## config.mk

```make
export PLATFORM = sky130hd
export DESIGN_NAME = lcc_walker
export DESIGN_NICKNAME = d
export VERILOG_FILES = /design/src/hdl/lcc_pkg.sv /design/src/hdl/lcc_walker.sv
export SDC_FILE = /design/constraint.sdc
export NUM_CORES = 1
export LEC_CHECK = 0
export BUFFER_PORTS_ARGS = -buffer_cell sky130_fd_sc_hd__buf_2
export CAP_MARGIN = 0
export CELL_PAD_IN_SITES_DETAIL_PLACEMENT = 1
export CELL_PAD_IN_SITES_GLOBAL_PLACEMENT = 1
export CORE_ASPECT_RATIO = 0.6
export CORE_UTILIZATION = 45
export DETAILED_ROUTE_END_ITERATION = 7
export PLACE_DENSITY = 0.77
export SLEW_MARGIN = 20
export SYNTH_ARGS = -nofsm -noshare
export SYNTH_HDL_FRONTEND = slang
export SYNTH_SLANG_ARGS = --single-unit
```

## constraint.sdc

```tcl
create_clock -name clk -period 8.11 [get_ports clk]
set_input_delay 1.622 -clock clk [delete_from_list [all_inputs] [get_ports clk]]
set_output_delay 1.622 -clock clk [all_outputs]
set_load 0.01 [all_outputs]
```

## src/hdl/lcc_pkg.sv

```systemverilog
// Shared constants and types for the line collision checker.
// Used by lcc_walker and line_collision_check; no dependencies.
`timescale 1ns / 1ps
`default_nettype none

package lcc_pkg;

  // Default side length of the square occupancy map, in cells.
  localparam int MAP_DIM_DEF = 1024;

  // Width of every coordinate field on the input channel.
  localparam int COORD_W = 10;

  // Signed width of the line error term and the deltas.
  localparam int ERR_W = 13;

  // Request kinds carried by req_type.
  localparam logic REQ_WRITE = 1'b0;
  localparam logic REQ_CHECK = 1'b1;

  // Control from the sequencer to the line walker.
  typedef struct packed {
    logic load;
    logic step;
  } walk_ctrl_t;

endpackage

`default_nettype wire

```

## src/hdl/lcc_walker.sv

```systemverilog
// Bresenham line stepper: clamps the endpoints, then advances one cell per step.
// Depends on lcc_pkg for coordinate widths and the walk control struct.
`timescale 1ns / 1ps
`default_nettype none

module lcc_walker #(
  parameter int MAP_DIM = lcc_pkg::MAP_DIM_DEF
) (
  input  wire logic                          clk,
  input  wire lcc_pkg::walk_ctrl_t           ctrl,
  input  wire logic [lcc_pkg::COORD_W-1:0]   start_x,
  input  wire logic [lcc_pkg::COORD_W-1:0]   start_y,
  input  wire logic [lcc_pkg::COORD_W-1:0]   end_x,
  input  wire logic [lcc_pkg::COORD_W-1:0]   end_y,
  output logic      [lcc_pkg::COORD_W-1:0]   cur_x,
  output logic      [lcc_pkg::COORD_W-1:0]   cur_y,
  output logic                               at_target
);

  import lcc_pkg::*;

  logic [COORD_W-1:0]     target_x;
  logic [COORD_W-1:0]     target_y;
  logic signed [ERR_W-1:0] line_error;
  logic signed [ERR_W-1:0] dx;
  logic signed [ERR_W-1:0] dy;
  logic                    step_x_up;
  logic                    step_y_up;

  logic [COORD_W-1:0]      x0;
  logic [COORD_W-1:0]      y0;
  logic [COORD_W-1:0]      x1;
  logic [COORD_W-1:0]      y1;
  logic signed [ERR_W-1:0] dx_new;
  logic signed [ERR_W-1:0] dy_new;
  logic signed [ERR_W:0]   e2;
  logic                    move_x;
  logic                    move_y;
  logic signed [ERR_W-1:0] err_next;

  // Coordinates past the map edge are pulled back to the last row or column.
  function automatic logic [COORD_W-1:0] clamp(input logic [COORD_W-1:0] v);
    logic [COORD_W-1:0] r;
    r = v;
    if (32'(v) > MAP_DIM - 1) begin
      r = COORD_W'(MAP_DIM - 1);
    end
    return r;
  endfunction

  // Clamped endpoints and initial deltas for a new segment.
  always_comb begin
    x0 = clamp(start_x);
    y0 = clamp(start_y);
    x1 = clamp(end_x);
    y1 = clamp(end_y);
    dx_new = (x1 > x0) ? ERR_W'(x1 - x0) : ERR_W'(x0 - x1);
    dy_new = (y1 > y0) ? -ERR_W'(y1 - y0) : -ERR_W'(y0 - y1);
  end

  // One Bresenham decision from the current error term.
  always_comb begin
    e2       = {line_error, 1'b0};
    move_x   = (e2 >= (ERR_W+1)'(dy));
    move_y   = (e2 <= (ERR_W+1)'(dx));
    err_next = line_error + (move_x ? dy : '0) + (move_y ? dx : '0);
  end

  assign at_target = (cur_x == target_x) && (cur_y == target_y);

  // Walk registers: loaded at the start of a check, advanced once per step.
  always_ff @(posedge clk) begin
    if (ctrl.load) begin
      cur_x      <= x0;
      cur_y      <= y0;
      target_x   <= x1;
      target_y   <= y1;
      dx         <= dx_new;
      dy         <= dy_new;
      step_x_up  <= (x0 < x1);
      step_y_up  <= (y0 < y1);
      line_error <= dx_new + dy_new;
    end else if (ctrl.step) begin
      line_error <= err_next;
      if (move_x) begin
        cur_x <= step_x_up ? cur_x + 1'b1 : cur_x - 1'b1;
      end
      if (move_y) begin
        cur_y <= step_y_up ? cur_y + 1'b1 : cur_y - 1'b1;
      end
    end
  end

endmodule

`default_nettype wire

```

==> impl_metrics.prom <==
# TYPE chip_impl_metric gauge
chip_impl_metric{name="detailedPlacementHpwl",unit="um"} 20100
chip_impl_info{name="yosys-top-cells-area",value="edfxtp_1, ha_1, xnor2_1"} 1
chip_impl_metric{name="post_drt_via_cell_ratio",unit=""} 5.72
chip_impl_metric{name="drt.antenna.violating_nets",unit=""} 0
chip_impl_metric{name="fp.dieArea",unit="um^2"} 19300
chip_impl_metric{name="syn_to_final_growth",unit="%"} 9.90
chip_impl_info{name="hold_path.class",value="register to register"} 1
chip_impl_metric{name="routedWlPerCell",unit="um"} 20.7
chip_impl_metric{name="detail_route.drc_violations",unit=""} 0
chip_impl_info{name="outcome",value="completed"} 1
chip_impl_info{name="synth_top_flop_cell",value="edfxtp_1"} 1
chip_impl_metric{name="layout_worst_path_cycle_share",unit=""} 0.846
chip_impl_metric{name="static-leakage-power",unit="nW"} 4.21
chip_impl_metric{name="floorplan.core_area",unit="um^2"} 18200
chip_impl_metric{name="finalWeightedCongestion",unit=""} 0.915
chip_impl_metric{name="longest_clk_path_bufs",unit=""} 2
chip_impl_metric{name="async_flop_share",unit=""} 0
chip_impl_info{name="rr_startpoint",value="line_error[2]"} 1
chip_impl_metric{name="via_count",unit=""} 6957
chip_impl_metric{name="track_usage",unit=""} 0.270
chip_impl_metric{name="worst-r2r-setup-slack",unit="ns"} 2.46
chip_impl_metric{name="cts_buffers",unit=""} 9
chip_impl_metric{name="ys_seq_area_frac",unit=""} 0.282
chip_impl_metric{name="detail_route.first_pass.iterations",unit=""} 5
chip_impl_metric{name="vias_in_the_first_global_route",unit=""} 6971
chip_impl_metric{name="post_cts.resized_instances",unit=""} 0
chip_impl_metric{name="dpl_worst_slack",unit="ns"} 1.17
chip_impl_metric{name="chipWidth",unit="um"} 179
chip_impl_metric{name="clk_pin_slew_worst_paths",unit="ns"} 0.06
chip_impl_metric{name="place_area",unit="um^2"} 8920
chip_impl_metric{name="timing_worst_slew_pin_value",unit="ns"} 0.958
chip_impl_metric{name="post-route-cell-area",unit="um^2"} 9250
chip_impl_metric{name="final.min_clock_period",unit="ns"} 6.86
chip_impl_metric{name="clkLatencyLatePin",unit="ns"} 0.36
chip_impl_metric{name="yosys.area.top_type_share",unit=""} 0.282
chip_impl_metric{name="finalSetupViolations",unit=""} 0
chip_impl_metric{name="fp-row-count",unit=""} 38
chip_impl_metric{name="arrival",unit="ns"} 7.07
chip_impl_metric{name="yosys_register_bits",unit=""} 79
chip_impl_metric{name="grt_start_max_net_pins",unit=""} 59
chip_impl_info{name="timing.rr.end",value="line_error[12]"} 1
chip_impl_metric{name="slew_headroom",unit=""} 0.356
chip_impl_metric{name="drt-total-wl",unit="um"} 25100
chip_impl_metric{name="post-layout-total-power",unit="mW"} 3.61
chip_impl_metric{name="finish.net_count",unit=""} 1142
chip_impl_metric{name="drv.max_cap_violation_count",unit=""} 0
chip_impl_metric{name="dpl.cell_count",unit=""} 1200
chip_impl_info{name="most_instantiated_cells_after_synthesis",value="inv_1, ha_1, edfxtp_1, nand2_1"} 1
chip_impl_metric{name="wire_length_of_the_first_global_routing_pass",unit="um"} 39100
chip_impl_metric{name="totalNegativeSetupSlack",unit="ns"} 0
chip_impl_metric{name="cts_post_setup_buffers_inserted",unit=""} 0
chip_impl_metric{name="worst-path-max-fanout",unit=""} 19
chip_impl_metric{name="effective_utilization_at_floorplan",unit=""} 0.462
chip_impl_metric{name="cts_sinks",unit=""} 79
chip_impl_metric{name="dr.first_iter.drc_count",unit=""} 485
chip_impl_metric{name="die_height",unit="um"} 108
chip_impl_info{name="criticalPathCategory",value="input pin to register"} 1
chip_impl_metric{name="antenna_found_initial",unit=""} 0
chip_impl_info{name="synth.most_common_cell",value="inv_1"} 1
chip_impl_metric{name="synth_cell_type_count",unit=""} 72
chip_impl_metric{name="hold_viol_final",unit=""} 0
chip_impl_metric{name="synth_edf_count",unit=""} 79
chip_impl_info{name="worst_setup_path_endpoint",value="line_error[12]"} 1
chip_impl_info{name="synth_top_cell_by_area",value="edfxtp_1"} 1
chip_impl_metric{name="post_synthesis_mean_instance_area",unit="um^2"} 9.10
chip_impl_metric{name="num-fill-cells",unit=""} 2154
chip_impl_metric{name="top_level_ports",unit=""} 64
chip_impl_metric{name="skew",unit="ns"} 0.0119
chip_impl_info{name="cp-end-kind",value="register"} 1
chip_impl_metric{name="timing.critical_path.required",unit="ns"} 8.31
chip_impl_metric{name="num_antenna_cells",unit=""} 0
chip_impl_metric{name="number_of_hold_buffers_added_after_cts",unit=""} 0
chip_impl_metric{name="h_tree_depth",unit=""} 3
chip_impl_metric{name="max-vdd-ir-drop",unit="mV"} 0.171
chip_impl_metric{name="numPortBuffers",unit=""} 63
chip_impl_info{name="cp-start-kind",value="input pin"} 1
chip_impl_metric{name="power.density",unit="nW/um^2"} 390
chip_impl_metric{name="final_layout_size_suffix_gt1_frac",unit=""} 0.109
chip_impl_metric{name="maxSlewViolCount",unit=""} 0
chip_impl_info{name="grt_setup_unrepaired",value="false"} 1
chip_impl_metric{name="reg2regPathDepth",unit=""} 19
chip_impl_metric{name="instances_no_fill",unit=""} 1216
chip_impl_metric{name="yosys_warn_count",unit=""} 0
chip_impl_metric{name="grt.overflow.total",unit=""} 0
chip_impl_metric{name="synthesis.instances",unit=""} 925
chip_impl_metric{name="syn_nets",unit=""} 1096
chip_impl_info{name="root_buffer",value="clkbuf_16"} 1
chip_impl_metric{name="postLayoutSetupSlackWorst",unit="ns"} 1.25
chip_impl_info{name="cp-startpoint",value="start_y[4]"} 1
chip_impl_info{name="cts_tree",value="yes"} 1
chip_impl_metric{name="synth_area",unit="um^2"} 8420
chip_impl_metric{name="clock.fmax",unit="GHz"} 0.146
==> through the flow <==
step | hold slack, ns | util
CTS | 0.750 | 0.508
global route | 0.771 | 0.508
detailed placement | 0.741 | 0.490
finish | 0.751 | 0.508
global placement | 0.730 | 0.490
floorplan | 0.732 | -
==> layer usage <==
layer | track usage | routed length, um | up-vias | part of all wire
met3 | 0.0534 | 1540 | 21 | 0.061
met1 | 0.411 | 12900 | 3401 | 0.52
met4 | 0.0484 | 228 | 0 | 0.0091
met2 | 0.393 | 10400 | 200 | 0.41
li1 | - | - | 3335 | -
met5 | 0 | 0 | - | 0
==> flip-flops by register name, indices dropped and copies added (netlist names) <==
| signal | flops |
|---|---|
| target_x | 10 |
| cur_x | 10 |
| dy | 13 |
| target_y | 10 |
| step_x_up | 1 |
| line_error | 13 |
| dx | 11 |
| step_y_up | 1 |
| cur_y | 10 |
==> layout by cell type (no fill, tap or decap), types with 26 or more instances in the layout <==
master    synthesis  final
nor2_1           56     56
nand2_1          67     67
buf_2             2     62
edfxtp_1         79     79
inv_1           109    109
a21o_1           26     26
xnor2_1          57     57
o21ai_0          57     57
ha_1            108    108
a21oi_1          54     54
xor2_1           31     31
==> layout make-up <==
cell class                 instances  area [um^2]  area share
multi-input combinational        707         5500       0.595
sequential                        79         2370       0.256
inverter                         109          409      0.0442
timing repair buffer              65          333      0.0360
tap                              240          300      0.0324
clock buffer                      10          229      0.0247
clock inverter                     6          109      0.0118
==> where the power goes <==
group	switching, mW	internal (mW)	total [mW]	leakage [nW]
Combinational	1.33	1.00	2.34	3.26
Sequential	0.135	0.650	0.785	0.787
Clock	0.186	0.301	0.487	0.166
==> logic make-up (layout without fill, tap and decap cells) <==
group                    count (synthesis)  in the layout  synth area share
XOR/XNOR                                90             90            0.0969
buffers and inverters                  139            190            0.0649
flip-flops                              79             79             0.282
AND/OR/NAND/NOR                        245            245             0.145
adder cells (fa/ha/maj)                128            128             0.208
multiplexers                            23             23            0.0284
AO/OA/AOI/OAI                          221            221             0.175
==> worst max-delay path, cell delays in order <==
cell and delay, ns:
buf_2 0.10, inv_1 0.04, ha_1 0.54, a21o_1 0.30, a31oi_4 0.20, nand2_2 0.12
a21o_1 0.21, a2111oi_0 0.64, or2_2 0.46, nor2_1 0.09, a21oi_1 0.17, xnor2_1 0.17
ha_1 0.30, nor2b_1 0.15, o21a_1 0.19, o21ai_0 0.29, a2111oi_0 0.23, o21a_1 0.21
o21a_1 0.18, o41ai_1 0.39, xnor3_1 0.30, mux2i_1 0.13
==> worst min-delay path by stage <==
stage | start | end | depth (start not counted)
finish | cur_x[0] | cur_x[0] | 1
global route | cur_x[0] | cur_x[0] | 1
CTS | cur_x[0] | cur_x[0] | 1
detailed placement | cur_x[0] | cur_x[0] | 1
global placement | cur_x[0] | cur_x[0] | 1
floorplan | cur_x[0] | cur_x[0] | 1
No activity file was read; power rests on OpenSTA's default activity.
